**src/rtl/bpsd_pkg.sv**
```systemverilog
// Shared types, codes and helpers of the BMP pixel stream decoder.
// No dependencies; imported by every module of the block except bpsd_ram.
package bpsd_pkg;

  localparam int MAX_WIDTH_DEF       = 8192;
  localparam int MAX_HEIGHT_DEF      = 8192;
  localparam int PALETTE_ENTRIES_DEF = 256;
  localparam int QUEUE_DEPTH         = 4;

  // Input modes
  localparam logic [1:0] MODE_PAL   = 2'd0;
  localparam logic [1:0] MODE_DATA  = 2'd1;
  localparam logic [1:0] MODE_START = 2'd2;

  // Pixel formats
  localparam logic [2:0] FMT_1BPP  = 3'd0;
  localparam logic [2:0] FMT_4BPP  = 3'd1;
  localparam logic [2:0] FMT_8BPP  = 3'd2;
  localparam logic [2:0] FMT_24BPP = 3'd3;
  localparam logic [2:0] FMT_32BPP = 3'd4;

  // Configuration register indexes
  localparam logic [2:0] REG_FORMAT = 3'd0;
  localparam logic [2:0] REG_WIDTH  = 3'd1;
  localparam logic [2:0] REG_HEIGHT = 3'd2;
  localparam logic [2:0] REG_FLIP   = 3'd3;
  localparam logic [2:0] REG_PCOUNT = 3'd4;
  localparam logic [2:0] REG_MASK_R = 3'd5;
  localparam logic [2:0] REG_MASK_G = 3'd6;
  localparam logic [2:0] REG_MASK_B = 3'd7;

  // Error codes
  localparam logic [1:0] ERR_NONE  = 2'd0;
  localparam logic [1:0] ERR_INDEX = 2'd1;
  localparam logic [1:0] ERR_MASK  = 2'd2;

  typedef enum logic [2:0] {
    JOB_PAL,
    JOB_INDEX,
    JOB_RGB,
    JOB_WORD,
    JOB_ERROR
  } job_kind_t;

  typedef struct packed {
    job_kind_t   kind;
    logic [31:0] data;
    logic [12:0] col;
    logic [12:0] row;
    logic        last;
    logic        done;
    logic [1:0]  err;
  } job_t;

  typedef struct packed {
    logic [2:0]  fmt;
    logic [13:0] width;
    logic [13:0] height;
    logic        flip;
    logic [8:0]  pcount;
    logic [31:0] mask_r;
    logic [31:0] mask_g;
    logic [31:0] mask_b;
  } cfg_t;

  function automatic logic [4:0] low_bit(logic [31:0] m);
    logic [4:0] pos;
    pos = 5'd0;
    for (int i = 31; i >= 0; i--) begin
      if (m[i]) pos = 5'(i);
    end
    return pos;
  endfunction

endpackage

```
**src/rtl/bpsd_front.sv**
```systemverilog
// Front sequencer: accepts items, tracks row and column position and
// turns each item into zero or more jobs for the queue. Depends on bpsd_pkg.
module bpsd_front #(
  parameter int MAX_WIDTH       = bpsd_pkg::MAX_WIDTH_DEF,
  parameter int MAX_HEIGHT      = bpsd_pkg::MAX_HEIGHT_DEF,
  parameter int PALETTE_ENTRIES = bpsd_pkg::PALETTE_ENTRIES_DEF
) (
  input  logic           clk,
  input  logic           rst,
  input  logic           in_valid,
  output logic           in_ready,
  input  logic [1:0]     mode,
  input  logic [7:0]     palette_index,
  input  logic [7:0]     palette_blue,
  input  logic [7:0]     palette_green,
  input  logic [7:0]     palette_red,
  input  logic [7:0]     data_byte,
  input  bpsd_pkg::cfg_t cfg,
  output logic           q_push,
  output bpsd_pkg::job_t q_job,
  input  logic           q_ready
);
  import bpsd_pkg::*;

  localparam int CW = $clog2(MAX_WIDTH + 1);
  localparam int RW = $clog2(MAX_HEIGHT + 1);
  localparam int BW = $clog2(4 * MAX_WIDTH + 1);

  logic          pend;
  logic [1:0]    it_mode;
  logic [7:0]    it_pidx, it_pb, it_pg, it_pr, it_byte;
  logic [2:0]    slot;
  logic [CW-1:0] col, col_next;
  logic [RW-1:0] row, row_next;
  logic [BW-1:0] bir, bir_next;
  logic [1:0]    k3, k3_next;
  logic [23:0]   pw, pw_next;
  logic          halted, halted_next;

  logic          step, finish;
  logic [CW-1:0] cur_w;
  logic [RW-1:0] cur_h, row_out;
  logic [BW-1:0] wb, unpadded, padded, bir_inc;
  logic [BW:0]   pad_sum;
  logic [2:0]    last_slot;
  logic [31:0]   mask_a;
  logic          mask_bad;
  logic          want_idx, want_col, emit_ok, done;
  logic [7:0]    idx;
  logic [23:0]   rgb;
  logic [31:0]   word;
  logic          is_word;

  assign step     = pend && q_ready;
  assign in_ready = !pend || finish;

  always_comb begin
    if (cfg.width == '0) cur_w = CW'(1);
    else if (32'(cfg.width) > 32'(MAX_WIDTH)) cur_w = CW'(MAX_WIDTH);
    else cur_w = CW'(cfg.width);
    if (cfg.height == '0) cur_h = RW'(1);
    else if (32'(cfg.height) > 32'(MAX_HEIGHT)) cur_h = RW'(MAX_HEIGHT);
    else cur_h = RW'(cfg.height);
  end

  always_comb begin
    wb = BW'(cur_w);
    unique case (cfg.fmt)
      FMT_1BPP:  unpadded = BW'((wb + BW'(7)) >> 3);
      FMT_4BPP:  unpadded = BW'((wb + BW'(1)) >> 1);
      FMT_8BPP:  unpadded = wb;
      FMT_24BPP: unpadded = BW'(wb + (wb << 1));
      default:   unpadded = BW'(wb << 2);
    endcase
    pad_sum = (BW+1)'({1'b0, unpadded} + (BW+1)'(3));
    padded  = BW'((pad_sum >> 2) << 2);
    unique case (cfg.fmt)
      FMT_1BPP: last_slot = 3'd7;
      FMT_4BPP: last_slot = 3'd1;
      default:  last_slot = 3'd0;
    endcase
    mask_a   = ~(cfg.mask_r | cfg.mask_g | cfg.mask_b);
    mask_bad = cfg.mask_r == '0 || cfg.mask_g == '0 || cfg.mask_b == '0 || mask_a == '0;
    row_out  = cfg.flip ? RW'(cur_h - RW'(1) - row) : row;
    bir_inc  = BW'(bir + 1'b1);
  end

  always_comb begin
    col_next    = col;
    row_next    = row;
    bir_next    = bir;
    k3_next     = k3;
    pw_next     = pw;
    halted_next = halted;
    finish      = 1'b0;
    q_push      = 1'b0;
    q_job       = '0;
    q_job.row   = 13'(row_out);
    q_job.col   = 13'(col);
    want_idx    = 1'b0;
    want_col    = 1'b0;
    idx         = it_byte;
    rgb         = '0;
    word        = '0;
    is_word     = 1'b0;
    emit_ok     = !halted && (col < cur_w);
    done        = (CW'(col + 1'b1) == cur_w) && (RW'(row + 1'b1) == cur_h);
    if (step) begin
      unique case (it_mode)
        MODE_PAL: begin
          finish = 1'b1;
          if (9'(it_pidx) < 9'(PALETTE_ENTRIES)) begin
            q_push     = 1'b1;
            q_job.kind = JOB_PAL;
            q_job.data = {it_pidx, it_pr, it_pg, it_pb};
          end
        end
        MODE_START: begin
          finish      = 1'b1;
          col_next    = '0;
          row_next    = '0;
          bir_next    = '0;
          k3_next     = '0;
          pw_next     = '0;
          halted_next = 1'b0;
        end
        MODE_DATA: begin
          if (slot == '0 && (halted || cfg.fmt > FMT_32BPP || row >= cur_h)) begin
            finish = 1'b1;
          end else if (slot == '0 && cfg.fmt == FMT_32BPP && mask_bad) begin
            // Unusable masks: one error result, clamped to the last column.
            finish      = 1'b1;
            halted_next = 1'b1;
            q_push      = 1'b1;
            q_job.kind  = JOB_ERROR;
            q_job.err   = ERR_MASK;
            q_job.last  = 1'b1;
            if (col >= cur_w) begin
              col_next  = CW'(cur_w - 1'b1);
              q_job.col = 13'(CW'(cur_w - 1'b1));
            end
          end else begin
            finish = slot == last_slot;
            if (bir < unpadded) begin
              unique case (cfg.fmt)
                FMT_1BPP: begin
                  want_idx = 1'b1;
                  idx      = {7'd0, it_byte[3'(3'd7 - slot)]};
                end
                FMT_4BPP: begin
                  want_idx = 1'b1;
                  idx      = slot[0] ? {4'd0, it_byte[3:0]} : {4'd0, it_byte[7:4]};
                end
                FMT_8BPP: want_idx = 1'b1;
                FMT_24BPP: begin
                  unique case (k3)
                    2'd0:    pw_next = {16'd0, it_byte};
                    2'd1:    pw_next = {8'd0, it_byte, pw[7:0]};
                    default: begin
                      want_col = 1'b1;
                      rgb      = {it_byte, pw[15:8], pw[7:0]};
                    end
                  endcase
                end
                default: begin
                  unique case (bir[1:0])
                    2'd0:    pw_next = {16'd0, it_byte};
                    2'd1:    pw_next = {8'd0, it_byte, pw[7:0]};
                    2'd2:    pw_next = {it_byte, pw[15:0]};
                    default: begin
                      want_col = 1'b1;
                      is_word  = 1'b1;
                      word     = {it_byte, pw};
                    end
                  endcase
                end
              endcase
            end
            if ((want_idx || want_col) && emit_ok) begin
              q_push = 1'b1;
              if (want_idx && (9'(idx) >= cfg.pcount || 9'(idx) >= 9'(PALETTE_ENTRIES))) begin
                q_job.kind  = JOB_ERROR;
                q_job.err   = ERR_INDEX;
                q_job.last  = 1'b1;
                halted_next = 1'b1;
              end else begin
                q_job.kind  = want_idx ? JOB_INDEX : (is_word ? JOB_WORD : JOB_RGB);
                q_job.data  = want_idx ? {24'd0, idx} : (is_word ? word : {8'd0, rgb});
                q_job.done  = done;
                q_job.last  = finish || done || (CW'(col + 1'b1) >= cur_w);
                col_next    = CW'(col + 1'b1);
                halted_next = done;
              end
            end
            // Row bookkeeping at the end of the byte.
            if (finish) begin
              bir_next = bir_inc;
              k3_next  = (k3 == 2'd2) ? 2'd0 : 2'(k3 + 1'b1);
              if (bir_inc >= padded) begin
                bir_next = '0;
                k3_next  = '0;
                col_next = '0;
                pw_next  = '0;
                row_next = RW'(row + 1'b1);
              end
            end
          end
        end
        default: finish = 1'b1;
      endcase
    end
  end

  always_ff @(posedge clk) begin
    if (in_valid && in_ready) begin
      it_mode <= mode;
      it_pidx <= palette_index;
      it_pb   <= palette_blue;
      it_pg   <= palette_green;
      it_pr   <= palette_red;
      it_byte <= data_byte;
    end
  end

  always_ff @(posedge clk) begin
    if (rst) begin
      pend   <= 1'b0;
      slot   <= '0;
      col    <= '0;
      row    <= '0;
      bir    <= '0;
      k3     <= '0;
      pw     <= '0;
      halted <= 1'b0;
    end else begin
      if (in_valid && in_ready) pend <= 1'b1;
      else if (finish)          pend <= 1'b0;
      if (finish)    slot <= '0;
      else if (step) slot <= 3'(slot + 1'b1);
      col    <= col_next;
      row    <= row_next;
      bir    <= bir_next;
      k3     <= k3_next;
      pw     <= pw_next;
      halted <= halted_next;
    end
  end

endmodule

```
**config.mk**
```make
export PLATFORM = sky130hd
export DESIGN_NAME = bpsd_front
export DESIGN_NICKNAME = d
export VERILOG_FILES = /design/src/rtl/bpsd_pkg.sv /design/src/rtl/bpsd_front.sv
export SDC_FILE = /design/constraint.sdc
export NUM_CORES = 1
export LEC_CHECK = 0
export ABC_AREA = 1
export BUFFER_PORTS_ARGS = -buffer_cell sky130_fd_sc_hd__buf_2
export CAP_MARGIN = 0
export CORE_MARGIN = 3
export CORE_UTILIZATION = 52
export DETAILED_ROUTE_END_ITERATION = 7
export HOLD_SLACK_MARGIN = 0.02
export PLACE_DENSITY = 0.8
export SYNTH_ARGS = -nofsm -noshare
export SYNTH_HDL_FRONTEND = slang
export SYNTH_SLANG_ARGS = --single-unit
```
**constraint.sdc**
```tcl
create_clock -name clk -period 10.1 [get_ports clk]
set_input_delay 2.02 -clock clk [delete_from_list [all_inputs] [get_ports clk]]
set_output_delay 2.02 -clock clk [all_outputs]
set_load 0.02 [all_outputs]
```
-- Word level (Yosys, flattened, before mapping)
Cells that the tools add are included.
- flip-flop bits (word level): 117
- output and inout port bits: 67
- word-level logic and storage cells: 219
- input bits: 183
- reductions and logical operators: 43
- eq/ne operators: 19
- muxes and demuxes: 116
- magnitude comparators: 11
- add/sub/neg operators: 13
- bitwise logic cells: 3
- operator list (kind ; count):
    $mux 32 ; 7
    $mux 14 ; 15
    $mux 24 ; 8
    $pmux 24 s2 ; 3
    $logic_not 32->1 ; 4
    $mux 48 ; 2
    $pmux 24 s3 ; 1
    $pmux 35 s2 ; 1
    $mux 16 ; 4
    $or 32x32->32 ; 2
    $pmux 16 s4 ; 1
    $pmux 14 s2 ; 2
    $mux 13 ; 4
    $ge 14x14->1 ; 3
    $mux 1 ; 40
    $mux 8 ; 5
    $mux 35 ; 1
    $not 32->32 ; 1
    $pmux 16 s2 ; 1
    $add 14x1->14 const B ; 2
    $eq 14x14->1 ; 2
    $gt 14x14->1 const B ; 2
    $logic_not 14->1 ; 2
    $mux 4 ; 5
    44 further kinds ; 87

-- Longest topological paths before layout
- word-level depth: 20
- depth in mapped cells: 52
- depth with buffers taken out: 50

-- Worst setup path before layout
Ideal clock, no wire load.
- path type: input-to-output
- start point: in cfg[130] in the netlist's numbering
- end point: out q_job[3] in the netlist's numbering
- data required time: 8.080 ns
- path slack: -0.147 ns
- arrival: 8.227 ns
- stages: 42
- path through: nor2_1 nand2_1 nor2_1 nand2_1 nand2_1 buf_4 inv_1 nor2_1 inv_1 ha_1 nand3_1 nand2_1 a21oi_1 or2_2 nand2_1 a21oi_1 or2_2 nand3_1 [6 not listed] o221a_2 nand2_1 inv_2 buf_2 buf_1 o21ai_0 ha_1 nand2_1 o211ai_1 nand3_1 nand2_1 nand3_1 a21boi_0 o21ai_0 inv_1 nand4_1 clkbuf_1 a311oi_1
- RTL lines (item ; RTL line ; text):
    start: declaration ; bpsd_front.sv:18 ; input bpsd_pkg::cfg_t cfg,
    end: declaration ; bpsd_front.sv:20 ; output bpsd_pkg::job_t q_job,

==> reports/qor.yml <==
run_status:
  outcome: "finished clean"
timing:
  finalClockSkew_ns: 0.0161
  clock.fmax_mhz: 101
  finalSetupViolCount: 0
  hold_ws_ns: 0.484
  worst_slew_margin_rel_pct: 19.0
  worst_pin_slew_ns: 1.21
  slew_violations: 0
  final-hold-violation-count: 0
  min_period_over_period_pct: 97.7
  min_period_ns: 9.87
  finalSetupTns_ns: 0
global_routing:
  grt_max_degree: 66
  grt_pass1_wl_mm: 70.4
  grt_overflow: 0
  grt_pass1_vias: 13991
  track_usage_pct: 33.0
  antenna_found_initial: 0
routing:
  viasPerCell: 5.83
  drc: 0
  ant_nets: 0
  drt_first_pass_iters: 6
  wl_per_cell_um: 17.6
  vias: 14840
  wirelength_mm: 44.9
  drt_iter0_drc: 1486
yosys:
  muxShareOfSynthArea_pct: 0
  synth_seq_area_share_pct: 22.0
  yosys.area_share.simple_pct: 27.9
  synthAdderAreaFrac_pct: 13.6
  synth_top_cell_by_area: "ha_1"
  yosysWarningCount: 0
  synth_area_leaders: "ha_1 (13%), dfxtp_1 (12%), nand2_1 (11%)"
  synth_async_sr_flop_share_pct: 0
  syn_nets: 2243
  synth_top_family_by_area: "simple AND/OR/NAND/NOR gates"
  ys_types: 57
  synthCells: 1925
  synth-compound-area-share_pct: 22.5
  synthXorXnorAreaFrac_pct: 4.18
  synth-edff-count: 42
  yosysTopAreaCellShare_pct: 13.2
  syn_avg_cell_area_sq_um: 6.53
  syn_area_sq_mm: 0.0126
  ys_seq_elements: 117
  synth-main-ff-cell: "dfxtp_1"
floorplan:
  coreArea_sq_mm: 0.0236
  die_area_sq_mm: 0.0261
  die_width_um: 161
  floorplan.rows: 56
  io_pins: 250
  start_util_pct: 53.2
  die_h_um: 161
cts:
  cts_root_buf: "clkbuf_16"
  cts-buffers-inserted: 17
  clock_sinks: 117
  ctsHoldBuffers: 0
  htree_num_levels: 4
  cts_tree: "built"
  cts.clk_slew.worst_paths_ns: 0.06
  cts_buffer_depth: 2
  clock_latency_ns: 0.44
pwr:
  power.total_w: 0.00160
  power.density_mw_per_mm2: 102
  leakage_nw: 7.20
  max-vdd-ir-drop_mv: 0.116
setup_path:
  criticalPathCategory: "input port to primary output"
  arrival_ns: 7.85
  cp_max_fo: 30
  cp-start-kind: "input port"
  end_kind: "primary output"
  critPathLaunch: "cfg[127]"
  rr_startpoint: "bir[1]"
  reg2reg_depth: 21
  cpMaxStageDelayCell: "ha_1"
  worst-endpoint-required_ns: 8.08
  crit_path_frequent_cell: "nand2_1"
  r2r_slack_ns: 3.91
  max_stage_delay_ns: 0.31
cells_and_area:
  syn_to_final_growth_pct: 25.0
  diodes: 0
  nets: 2533
  final_common_cell: "nand2_1"
  drive_gt1_share_pct: 21.7
  final_util_pct: 66.5
  final_cell_mix: "nand2_1 (369), inv_1 (247), buf_2 (242)"
  stdcell_area_sq_mm: 0.0157
hold_path:
  min-delay-start: "k3[0]"
  hold_path_depth: 2
  hp-class: "flip-flop to flip-flop"
place:
  routabilityCongestion: 0.993
  port_buffers: 249
  dpl.hpwl_mm: 34.9
  dpl-instance-area_sq_mm: 0.0146
job:
  cap_violations: 0
[registers in the layout, indices dropped and copies added (netlist names)]
register,flops
slot,3
halted,1
row,14
it_pr,8
pend,1
bir,16
it_pb,8
it_mode,2
it_byte,8
k3,2
it_pg,8
pw,24
col,14
it_pidx,8
[cells by family after synthesis]
group                      after synthesis
buffers and inverters                  327
adders and majority gates              135
xor gates and xnor gates                60
DFF                                    117
AOI/OAI and AO/OA                      496
and+or+nand+nor                        790
[layer usage]
metal | track usage (%) | part of all wire, %
met1 | 43.5 | 42
met2 | 54.8 | 47
met3 | 5.51 | 7.6
met4 | 11.7 | 3.3
met5 | 0 | 0
[path summary, 6_finish.rpt]
kind,end
worst max-delay path,q_job[37]
worst min-delay path,k3[0]
worst max register to register,row[11]
worst min register to register,k3[0]
[Yosys cell counts (2+ instances only)]
cell type,number
a21o_1,3
or2_2,10
o2111ai_1,9
o21ai_1,12
nand3_2,2
nand4_1,42
nor2_1,154
nand3_1,77
a211oi_1,14
inv_1,263
dfxtp_1,75
xnor2_1,19
o311ai_0,2
o22ai_1,8
o221ai_1,15
a21oi_1,193
o21ai_0,169
a221oi_1,3
a31oi_1,8
nor3_1,55
o21a_1,2
buf_2,4
nand2_1,384
nand2_4,3
nor2_2,3
nand3b_1,15
a22oi_1,12
a21boi_0,3
ha_1,133
fa_1,2
nand2_2,5
nor2_4,3
edfxtp_1,42
xor2_1,41
buf_1,4
o211ai_1,30
clkbuf_1,47
o221a_2,2
nor4_1,35
inv_2,5
[area by class of cell]
cell class | count | area (sq um)
fillers | 2076 | 7900
multi-input cells | 1481 | 8960
well taps | 319 | 399
inverters | 270 | 1030
clock buffers | 21 | 503
flip-flops and latches | 117 | 2760
clock inverters | 11 | 133
repair buffers | 328 | 1930
[power by group]
part / switching (W) / internal (W) / total [W]
Sequential: 0.0000111 / 0.000504 / 0.000516
Clock: 0.000256 / 0.000410 / 0.000667
Combinational: 0.000262 / 0.000160 / 0.000422
[through the flow]
| stage | cells | setup WS (ns) |
|---|---|---|
| final | 2547 | 0.233 |
| after detailed placement | 2506 | -0.0140 |
| after global placement | 2506 | 0.0825 |
| after global routing | 2547 | -0.188 |
| after floorplan | 1925 | 0.0549 |
| after CTS | 2538 | 0.00382 |
[what timing repair did]
item	in CTS	in global routing
gates cloned	0	1
setup buffers	0	9
endpoints found under the setup margin	3	13
gates resized for setup	4	114
pin swaps	0	34
[critical path: cells and delay by family]
| kind | cells | cell delay, ns |
|---|---|---|
| adders and majority gates | 4 | 0.91 |
| and+or+nand+nor | 21 | 2.41 |
| AOI/OAI and AO/OA | 11 | 1.38 |
| buffers and inverters | 9 | 1.10 |
Power figures use the tool's default switching activity.
