**src/rtl/bpsd_pkg.sv**
```systemverilog
// Shared types, codes and helpers of the BMP pixel stream decoder.
// No dependencies; imported by every module of the block except bpsd_ram.
package bpsd_pkg;

  localparam int MAX_WIDTH_DEF       = 8192;
  localparam int MAX_HEIGHT_DEF      = 8192;
  localparam int PALETTE_ENTRIES_DEF = 256;
  localparam int QUEUE_DEPTH         = 4;

  // Input modes
  localparam logic [1:0] MODE_PAL   = 2'd0;
  localparam logic [1:0] MODE_DATA  = 2'd1;
  localparam logic [1:0] MODE_START = 2'd2;

  // Pixel formats
  localparam logic [2:0] FMT_1BPP  = 3'd0;
  localparam logic [2:0] FMT_4BPP  = 3'd1;
  localparam logic [2:0] FMT_8BPP  = 3'd2;
  localparam logic [2:0] FMT_24BPP = 3'd3;
  localparam logic [2:0] FMT_32BPP = 3'd4;

  // Configuration register indexes
  localparam logic [2:0] REG_FORMAT = 3'd0;
  localparam logic [2:0] REG_WIDTH  = 3'd1;
  localparam logic [2:0] REG_HEIGHT = 3'd2;
  localparam logic [2:0] REG_FLIP   = 3'd3;
  localparam logic [2:0] REG_PCOUNT = 3'd4;
  localparam logic [2:0] REG_MASK_R = 3'd5;
  localparam logic [2:0] REG_MASK_G = 3'd6;
  localparam logic [2:0] REG_MASK_B = 3'd7;

  // Error codes
  localparam logic [1:0] ERR_NONE  = 2'd0;
  localparam logic [1:0] ERR_INDEX = 2'd1;
  localparam logic [1:0] ERR_MASK  = 2'd2;

  typedef enum logic [2:0] {
    JOB_PAL,
    JOB_INDEX,
    JOB_RGB,
    JOB_WORD,
    JOB_ERROR
  } job_kind_t;

  typedef struct packed {
    job_kind_t   kind;
    logic [31:0] data;
    logic [12:0] col;
    logic [12:0] row;
    logic        last;
    logic        done;
    logic [1:0]  err;
  } job_t;

  typedef struct packed {
    logic [2:0]  fmt;
    logic [13:0] width;
    logic [13:0] height;
    logic        flip;
    logic [8:0]  pcount;
    logic [31:0] mask_r;
    logic [31:0] mask_g;
    logic [31:0] mask_b;
  } cfg_t;

  function automatic logic [4:0] low_bit(logic [31:0] m);
    logic [4:0] pos;
    pos = 5'd0;
    for (int i = 31; i >= 0; i--) begin
      if (m[i]) pos = 5'(i);
    end
    return pos;
  endfunction

endpackage

```
**src/rtl/bpsd_queue.sv**
```systemverilog
// Short job queue between the front sequencer and the back end.
// Depends on bpsd_pkg for job_t and QUEUE_DEPTH.
module bpsd_queue (
  input  logic           clk,
  input  logic           rst,
  input  logic           push,
  input  bpsd_pkg::job_t push_job,
  output logic           not_full,
  input  logic           pop,
  output bpsd_pkg::job_t pop_job,
  output logic           not_empty
);
  import bpsd_pkg::*;

  localparam int PW = $clog2(QUEUE_DEPTH);

  job_t          slots [QUEUE_DEPTH];
  logic [PW-1:0] wptr;
  logic [PW-1:0] rptr;
  logic [PW:0]   count;

  assign not_full  = count != (PW+1)'(QUEUE_DEPTH);
  assign not_empty = count != '0;
  assign pop_job   = slots[rptr];

  always_ff @(posedge clk) begin
    if (push) slots[wptr] <= push_job;
  end

  always_ff @(posedge clk) begin
    if (rst) begin
      wptr  <= '0;
      rptr  <= '0;
      count <= '0;
    end else begin
      if (push) wptr <= PW'(wptr + 1'b1);
      if (pop)  rptr <= PW'(rptr + 1'b1);
      unique case ({push, pop})
        2'b10:   count <= count + 1'b1;
        2'b01:   count <= count - 1'b1;
        default: count <= count;
      endcase
    end
  end

  a_no_overflow: assert property (@(posedge clk) disable iff (rst) push |-> not_full)
    else $error("queue push while full");
  a_no_underflow: assert property (@(posedge clk) disable iff (rst) pop |-> not_empty)
    else $error("queue pop while empty");
  a_count_bound: assert property (@(posedge clk) disable iff (rst)
    count <= (PW+1)'(QUEUE_DEPTH))
    else $error("queue count beyond depth");

endmodule

```
**config.mk**
```make
export PLATFORM = sky130hd
export DESIGN_NAME = bpsd_queue
export DESIGN_NICKNAME = d
export VERILOG_FILES = /design/src/rtl/bpsd_pkg.sv /design/src/rtl/bpsd_queue.sv
export SDC_FILE = /design/constraint.sdc
export NUM_CORES = 1
export LEC_CHECK = 0
export BUFFER_PORTS_ARGS = -buffer_cell sky130_fd_sc_hd__buf_2
export CORE_ASPECT_RATIO = 1.1
export CORE_MARGIN = 2
export CORE_UTILIZATION = 32
export CTS_CLUSTER_DIAMETER = 200
export CTS_CLUSTER_SIZE = 24
export DETAILED_ROUTE_END_ITERATION = 8
export GPL_ROUTABILITY_DRIVEN = 0
export SETUP_SLACK_MARGIN = 0.1
export SLEW_MARGIN = 30
export SYNTH_ARGS = -nofsm -noshare
export SYNTH_HDL_FRONTEND = slang
export SYNTH_SLANG_ARGS = --single-unit
```
**constraint.sdc**
```tcl
create_clock -name clk -period 2.35 [get_ports clk]
set_input_delay 0.47 -clock clk [delete_from_list [all_inputs] [get_ports clk]]
set_output_delay 0.47 -clock clk [all_outputs]
set_load 0.02 [all_outputs]
```
; Yosys cells after proc, flatten, opt, wreduce, memory -nomap -nowiden
; Memories as Yosys holds them, arrays and structs flattened. A register that Yosys moved wholly into a read port is not among the register bits.
; Index checks and enable logic that the tools add are counted.
[op_classes]
n_mux = 5
reduce_logical = 2
n_eq_ne = 3
n_addsub = 4
[ops]
columns = cell, count
row1 = 3-bit one-hot mux with 2 select lines, 1
row2 = "2-bit by 1-bit adder with 2-bit output, second input constant", 2
row3 = 2-bit two-way mux, 2
row4 = "3-bit by 1-bit adder with 3-bit output, second input constant", 1
row5 = "3-bit != test, second input constant", 1
row6 = 3-bit nonzero test, 1
row7 = "3-bit by 1-bit subtractor with 3-bit output, second input constant", 1
row8 = "2-bit by 1-bit == test with 1-bit output, second input constant", 1
row9 = "2-bit == test, second input constant", 1
row10 = 1-bit two-way mux, 2
row11 = 2-bit nonzero test, 1
[word_totals]
ramBits = 260
n_memories = 1
reg_bits = 7
output_inout_bits = 67
[mem_list]
columns = name, words, word_bits, rd, rd_ports_with_merged_regs, write_ports, line
row1 = slots, 4, 65, 1, 1, 1, bpsd_queue.sv:17  ; job_t slots [QUEUE_DEPTH];

; Logic depth before layout (Yosys ltp)
; Gate-level depths: netlist of the first run.
[logic_depth]
ltp_word = 3
ltp_mapped = 7
depth_no_buf = 7

; Least setup slack after synthesis of the first run
; Ideal clock, no wire load.
[synth_path]
kind = register -> register
startpoint = register wptr[0]
endpoint = memory slots[0][0] (netlist name), enable pin
slack_ns = -0.150
required_ns = 1.920
t_arrival_ns = 2.070
stages_incl_launch_ff = 4
synth_period_minus_slack_ns = 2.500
setup_time_ns = 0.430
path_cell_list = dfxtp_1 > inv_1 > ha_1 > and2_1
[synth_lines]
columns = element, line
row1 = from (decl), bpsd_queue.sv:18  ; logic [PW-1:0] wptr;
row2 = from (signal assigned), bpsd_queue.sv:36  ; if (push) wptr <= PW'(wptr + 1'b1);
row3 = to (decl), bpsd_queue.sv:17
; No word-level cell before the write port.

==> results_dict.tcl, run 1 <==
set metrics [dict create \
    status "finished, violations left" \
    violations "negative setup slack" \
    yosys_warnings 0 \
    portBuffers 135 \
    cp.arrival_ps 1930 \
    die_w_um 171 \
    max-slew-margin-rel_pct 70.3 \
    layout_common_cells "edfxtp_1, buf_2, mux4_2, buf_6, clkbuf_16" \
    cts_htree_levels 1 \
    grt.total_usage_pct 11.4 \
    clock.fmax_ghz 0.416 \
    cp-end-kind "primary output" \
    r2r_cells 5 \
    synth-edff-count 260 \
    seq_power_share_pct 57.3 \
    syn-cell-area_um2 9860 \
    power_frac_comb_pct 14.9 \
    fp.coreArea_um2 30400 \
    drive_gt1_share_pct 43.9 \
    internal_power_w 0.00743 \
    dr.pass1.iters 4 \
    critPathMaxStageDelay_ps 520 \
    final_common_cell "edfxtp_1" \
    hold_viol_final 0 \
    hold_buffers 0 \
    place_area_um2 11100 \
    finalWorstSetupSlack_ps -52.7 \
    crit_slowest_cell "mux4_2" \
    final_antenna_net_count 0 \
    vias_per_cell 4.50 \
    synthArstFlopShare_pct 0 \
    crit_required_ps 1880 \
    drt_iter0_drc 299 \
    start_kind "flop" \
    path_clk_slew_ps 100 \
    setup_viol 46 \
    syn_nets 461 \
    vias 4346 \
    grt-ovfl-total 0 \
    fin_skew_ps 21.8 \
    cts_root_buf "clkbuf_16" \
    wire_per_inst_um 19.5 \
    drc 0 \
    cp_max_fo 8 \
    die_area_um2 32200 \
    seq_area_frac_synth_pct 81.0 \
    die_h_um 188 \
    p_leak_nw 3.96 \
    netlist_instances 386 \
    crit_family "multiplexers" \
    cts_tree "yes" \
    utilization_pct 39.6 \
    cts_buffers 15 \
    ys_seq_elements 269 \
    netSwitchingPower_w 0.00226 \
    r2r_start "count[0]" \
    cts_sinks 269 \
    rsz0062_at_grt "true" \
    ir_drop_uv 657 \
    fin_crit_sh_pct 102 \
    r2r_end "count[2]" \
    cp_cell_sequence "buf_12 > clkbuf_16 > mux4_2 > buf_6" \
    final_max_slew_viol_count 0 \
    grt_pass1_vias 4901 \
    post-place-ws_ps 318 \
    clock_path_buffers 3 \
    tns_ps -1420 \
    reg2reg_slack_ps 780 \
    antenna_found_initial 2 \
    critPathKind "reg -> out" \
    grt_max_degree 66 \
    start_util_pct 32.4 \
    syn_area_per_cell_um2 25.5 \
    swShare_pct 23.3 \
    path_depth 4 \
    nets 617 \
    drv_cap 0 \
    grt_pass1_wl_um 27900 \
    fin_area_um2 12000 \
    period_needed_ps 2400 \
    boundaryPins 136 \
    insertion_delay_ps 510 \
    max_slew.worst_pin.slew_ps 446 \
    worst-path-buf-inv 3 \
    p_per_area_nw_per_um2 805 \
    syn2layout_area_growth_pct 22.1 \
    hpwl_um 10500 \
    pwr-share-clk_pct 27.8 \
    hold_class "in -> reg" \
    rows 67 \
    routed_wl_um 18800 \
    ys_types 21 \
    cp-endpoint "pop_job[31]" \
    n_fill_cell 2693 \
    synth_flop_cell "edfxtp_1" \
]
==> sequential cells by signal (all words and copies together) (netlist names), named ones only <==
signal	cells
slots	260
count	3
rptr	2
wptr	2
==> what timing repair did <==
item,in CTS,in global routing
gates resized for setup,52,55
setup buffers,4,2
pin swaps,0,0
cloned,3,2
setup endpoints to repair,59,65
==> cell usage after synthesis, drive strengths merged, types with 2 or more instances <==
library cell  instances  area [um2]
edfxtp              260        7810
mux4                 65        1460
buf                  13         149
dfxtp                 9         180
nor2                  8        30.0
inv                   6        22.5
ha                    5        62.6
and2                  4        25.0
xor2                  3        26.3
a21oi                 2        10.0
clkbuf                2        7.51
or3                   2        12.5
xnor2                 2        17.5
==> through the flow <==
stage	hold slack (ps)	total power, W	instances
after floorplan	466	0.00643	386
after global placement	479	0.00681	928
after detailed placement	503	0.00685	928
after CTS	136	0.00973	961
after global routing	142	0.0101	965
final	172	0.00969	966
==> metal layers <==
layer  routed length [um]  global-route usage [%]  share of wire [%]  vias up
met2                10200                    21.2                 54       98
met4                  248                    2.44                1.3        2
li1                     -                       -                  -     1939
met3                 1110                    3.00                5.9       20
met5                   12                       0              0.064        -
met1                 7290                    13.1                 39     2287
==> power groups by stage <==
| stage | Sequential [W] | Combinational, W | Clock, W |
|---|---|---|---|
| CTS | 0.00556 | 0.00135 | 0.00282 |
| global route | 0.00558 | 0.00154 | 0.00299 |
| finish | 0.00556 | 0.00144 | 0.00270 |
| floorplan | 0.00565 | 0.000783 | 0 |
| global placement | 0.00566 | 0.00115 | 0 |
| detailed placement | 0.00567 | 0.00118 | 0 |
==> cell families (layout without fill, tap and decap cells) <==
family                   after synthesis  in the layout  synth area share [%]
AO/OA/AOI/OAI                          3              3                 0.152
XOR/XNOR                               5              5                 0.444
adder cells (fa/ha/maj)                6              6                 0.838
buffers and inverters                 21            186                  1.82
flip-flops                           269            269                  81.0
multiplexers                          66             66                  15.0
other                                  0              1                     0
AND/OR/NAND/NOR                       16             16                 0.774
==> worst min-delay path by stage <==
| stage | from | to | cells past startpoint |
|---|---|---|---|
| 2_1_floorplan | count[2] | count[2] | 2 |
| 3_3_place_gp | count[2] | count[2] | 2 |
| 3_5_place_dp | count[2] | count[2] | 2 |
| 4_1_cts | push_job[52] | slots[2][52] | 1 |
| 5_1_grt | push_job[61] | slots[2][61] | 1 |
| 6_report | push_job[52] | slots[2][52] | 1 |
==> layout make-up <==
class	instances	area, um2	area share (%)
clock inverters	2	28.8	0.239
flip-flops and latches	269	8000	66.4
well taps	414	518	4.30
multi-input cells	96	1700	14.1
clock buffers	24	409	3.40
repair buffers	154	1360	11.3
diodes	1	2.50	0.0208
inverters	6	22.5	0.187
No activity file was read; power rests on OpenSTA's default activity.
==> inputs of run 2 (changes only) <==
- CAP_MARGIN: default -> 10
- PLACE_DENSITY_LB_ADDON: default -> 0.08
==> results_dict.tcl, run 2 (synthesis gave the netlist of run 1 again) <==
set metrics [dict create \
    path_clk_slew_ps 90 \
    cts_htree_levels 1 \
    syn2layout_area_growth_pct 22.1 \
    grt_max_degree 35 \
    die_h_um 188 \
    cts_buffers 15 \
    grt.total_usage_pct 12.3 \
    dr.pass1.iters 4 \
    post-place-ws_ps 307 \
    critPathKind "reg -> out" \
    instances_no_fill 973 \
    final_max_slew_viol_count 0 \
    routed_wl_um 19700 \
    drc 0 \
    fin_skew_ps 26.0 \
    drv_cap 0 \
    n_fill_cell 2735 \
    cts_root_buf "clkbuf_16" \
    ir_drop_uv 479 \
    vias 4417 \
    setup_viol 0 \
    crit_required_ps 1880 \
    die_area_um2 32200 \
    max-slew-margin-rel_pct 64.1 \
    fp.coreArea_um2 30400 \
    largest_register_ffs 260 \
    grt-ovfl-total 0 \
    rsz0062_at_grt "true" \
    hpwl_um 11400 \
    boundaryPins 136 \
    layout_common_cells "edfxtp_1, buf_2, mux4_2, buf_6, clkbuf_16" \
    top_regs "slots (260), count (3)" \
    cp-end-kind "primary output" \
    final_antenna_net_count 0 \
    clock_path_buffers 3 \
    placed_cells 935 \
    portBuffers 135 \
    start_util_pct 32.4 \
    utilization_pct 39.6 \
    grt_pass1_vias 4925 \
    cp_max_fo 6 \
    grt_pass1_wl_um 29300 \
    p_leak_nw 3.98 \
    rows 67 \
    nets 625 \
    regMostFlops "slots" \
    vias_per_cell 4.54 \
    p_per_area_nw_per_um2 804 \
    wire_per_inst_um 20.2 \
    start_kind "flop" \
    clock.fmax_ghz 0.430 \
    period_needed_ps 2330 \
    cp.arrival_ps 1860 \
    hold_viol_final 0 \
    drt_iter0_drc 286 \
    insertion_delay_ps 480 \
    status "completed" \
    max_slew.worst_pin.slew_ps 539 \
    final_common_cell "edfxtp_1" \
    antenna_found_initial 2 \
    finalWorstSetupSlack_ps 22.9 \
    cts_sinks 269 \
    cts_tree "yes" \
    hold_class "in -> reg" \
    drive_gt1_share_pct 44.6 \
    fin_crit_sh_pct 99.0 \
    die_w_um 171 \
]
[run 2: cell types whose count changed in the layout (fill, tap and decap cells not counted), moves of 2 or more]
cell    change
buf_4      +12
buf_6       -6
buf_2       +3
buf_16      -2
[run 2: repair_timing]
| action | in CTS | in global routing |
|---|---|---|
| hold buffers | 0 | 0 |
| setup endpoints to repair | 65 | 65 |
| cloned | 2 | 2 |
| buffers inserted | 8 | 0 |
| gates resized for setup | 72 | 19 |
[run 2: final cells by class]
type	count	area, um2	share of cell area [%]
Clock buffer	24	409	3.40
Antenna cell	1	2.50	0.0208
Sequential cell	269	8000	66.4
Tap cell	414	518	4.30
Timing Repair Buffer	162	1370	11.4
Multi-Input combinational cell	96	1700	14.1
Inverter	6	22.5	0.187
Clock inverter	1	20.0	0.166
[run 2: metrics by stage]
step | power (W) | hold WS (ps) | setup TNS, ps | cell area (um2)
floorplan | 0.00643 | 466 | 0 | 9860
global placement | 0.00688 | 476 | 0 | 11200
detailed placement | 0.00691 | 516 | 0 | 11200
CTS | 0.00982 | 160 | -137 | 11900
global route | 0.0101 | 158 | -967 | 12000
finish | 0.00968 | 191 | 0 | 12000
[run 2: worst paths after layout]
| kind | cells after the start | from | to | slack (ps) |
|---|---|---|---|---|
| worst max-delay path | 5 | flop | pop_job[62] | 20 |
| worst max register to register | 4 | wptr[0] | slots[2][51] | 750 |
| worst min register to register | 2 | count[2] | count[2] | 530 |
| worst min-delay path | 1 | push_job[62] | slots[1][62] | 190 |
[run 2: per-layer routing]
| layer | vias up | share of wire [%] | global-route usage, % |
|---|---|---|---|
| met2 | 83 | 51 | 21.5 |
| met1 | 2356 | 42 | 15.5 |
| li1 | 1952 | - | - |
| met4 | 2 | 1.5 | 2.74 |
| met5 | - | 0.081 | 0 |
| met3 | 24 | 4.9 | 2.66 |
[run 2: worst max-delay path, cell delays in order, from the launching register on]
cell     delay (ps)
dfxtp_4         400
buf_12          140
buf_4           110
buf_6            90
mux4_2          510
buf_6           150
[run 2: power by group]
group          switching (W)  leakage (nW)  internal [W]
registers          0.0000550          2.46       0.00549
logic               0.000751          1.31      0.000692
clock network        0.00146         0.205       0.00123
==> inputs of run 3 (changes only) <==
- ABC_AREA: default -> 1
- GPL_TIMING_DRIVEN: default -> 0
==> results_dict.tcl, run 3 <==
set metrics [dict create \
    final_max_slew_viol_count 0 \
    cts_htree_levels 1 \
    cts_buffers 15 \
    syn-cell-area_um2 10400 \
    start_util_pct 32.3 \
    n_fill_cell 2933 \
    insertion_delay_ps 490 \
    grt.total_usage_pct 15.8 \
    cp.arrival_ps 1830 \
    synth_flop_cell "edfxtp_1" \
    cp_max_fo 10 \
    hold_class "in -> reg" \
    drc 0 \
    internal_power_w 0.00740 \
    hpwl_um 16300 \
    ys_types 25 \
    ys_seq_elements 269 \
    path_clk_slew_ps 100 \
    die_area_um2 34000 \
    ff_latch_area_um2 7990 \
    grt_pass1_wl_um 40100 \
    syn2layout_area_growth_pct 30.1 \
    die_h_um 193 \
    seq_area_frac_synth_pct 76.7 \
    crit_required_ps 1880 \
    critPathKind "reg -> out" \
    grt-ovfl-total 0 \
    yosys_warnings 0 \
    antenna_found_initial 2 \
    synthTopCellsByCount "edfxtp_1, nor2_1, o21ai_0" \
    hold_viol_final 0 \
    synthTopCellsByArea "edfxtp_1, o21ai_0, nor2_1, o22ai_1, o22ai_2" \
    drv_cap 0 \
    synth-edff-count 260 \
    placed_cells 1256 \
    syn_area_per_cell_um2 15.2 \
    period_needed_ps 2300 \
    instances_no_fill 1289 \
    fin_skew_ps 21.7 \
    yosys.area.top_type "edfxtp_1" \
    die_w_um 176 \
    vias_per_cell 4.90 \
    p_leak_nw 4.64 \
    cp-end-kind "primary output" \
    netSwitchingPower_w 0.00253 \
    fin_crit_sh_pct 97.8 \
    fp.coreArea_um2 32200 \
    yosysMostFrequentCell "edfxtp_1" \
    vias 6322 \
    portBuffers 135 \
    seq_power_share_pct 55.6 \
    wire_per_inst_um 21.1 \
    layout_common_cells "edfxtp_1, nor2_1, buf_2, buf_6, o21ai_0" \
    nets 933 \
    rows 69 \
    power_frac_comb_pct 17.4 \
    routed_wl_um 27200 \
    p_per_area_nw_per_um2 733 \
    rsz0062_at_grt "true" \
    final_antenna_net_count 0 \
    netlist_instances 687 \
    boundaryPins 136 \
    cts_root_buf "clkbuf_16" \
    swShare_pct 25.5 \
    grt_max_degree 45 \
    status "completed" \
    start_kind "flop" \
    whs_ps 177 \
    yosysTopAreaCellShare_pct 75.0 \
    pwr-share-clk_pct 27.0 \
    dr.pass1.iters 4 \
    clock.fmax_ghz 0.435 \
    drt_iter0_drc 375 \
    cts_tree "yes" \
    setup_viol 0 \
    regMostFlops "slots" \
    clock_path_buffers 3 \
    synthArstFlopShare_pct 0 \
    drive_gt1_share_pct 40.5 \
    max-slew-margin-rel_pct 76.8 \
    ir_drop_uv 333 \
    syn_nets 762 \
    final_common_cell "edfxtp_1" \
    hold_buffers 0 \
    largest_register_ffs 260 \
    top_regs "slots (260), count (3)" \
    multiInputGateArea_um2 2550 \
    max_slew.worst_pin.slew_ps 348 \
    grt_pass1_vias 6740 \
    cts_sinks 269 \
]
-- run 3: final cells by class --
cell class	count	share of cell area, %
clock inverters	1	0.148
clock buffers	19	2.88
inverters	18	0.720
plain buffers	42	4.17
multi-input cells	358	18.8
repair buffers	154	10.3
well taps	426	3.93
diodes	2	0.0369
flip-flops and latches	269	59.0
-- run 3: routing by layer --
| layer | part of all wire (%) | routed length, um | track usage (%) | up-vias |
|---|---|---|---|---|
| met5 | 0.048 | 13 | 0 | - |
| met4 | 1.5 | 409 | 3.08 | 2 |
| met2 | 51 | 13900 | 28.8 | 149 |
| met1 | 42 | 11500 | 19.8 | 3231 |
| li1 | - | - | - | 2910 |
| met3 | 5.2 | 1410 | 2.84 | 30 |
-- run 3: worst paths after layout --
check | startpoint | slack, ps | cells past startpoint | end
worst max-delay path | flop | 50 | 7 | pop_job[32]
worst min-delay path | push_job[15] | 180 | 1 | slots[1][15]
worst max register to register | wptr[0] | 600 | 7 | slots[0][47]
worst min register to register | rptr[1] | 520 | 1 | flop
-- run 3: what timing repair did --
item                                   4_1_cts  5_1_grt
buffers inserted                             4        4
pin swaps                                   45       25
setup endpoints to repair                   74       81
resized for setup                          227      125
endpoints found under the hold margin        0        0
cloned                                       4        1
-- run 3: through the flow --
step           area (um2)  setup slack (ps)  util (%)  setup TNS (ps)  power (W)
4_1_cts             13100             -20.7      40.7            -175    0.00996
3_3_place_gp        11600             -1380      36.1         -274240    0.00687
5_1_grt             13500             -26.6      42.1            -176     0.0104
6_report            13500              51.6      42.1               0    0.00993
3_5_place_dp        11800               100      36.8               0    0.00694
2_1_floorplan       10400               102         -               0    0.00637
-- run 3: cell families after synthesis --
group           synth area share (%)
compound gates                  12.1
fa+ha+maj                      0.793
buf+inv                         3.54
flops                           76.7
simple gates                    6.89
-- run 3: power by group through the flow --
stage / clock network [W] / logic [W] / registers, W
finish: 0.00268 / 0.00172 / 0.00553
global route: 0.00298 / 0.00184 / 0.00554
CTS: 0.00280 / 0.00164 / 0.00552
detailed placement: 0 / 0.00131 / 0.00563
global placement: 0 / 0.00123 / 0.00564
floorplan: 0 / 0.000744 / 0.00562
-- run 3: critical path, stage by stage (launching register included) --
cell and delay [ps]:
dfxtp_4 380, buf_12 140, clkinv_8 60, buf_16 160, buf_12 150, nor2_1 50, o22ai_2 230, buf_6 150
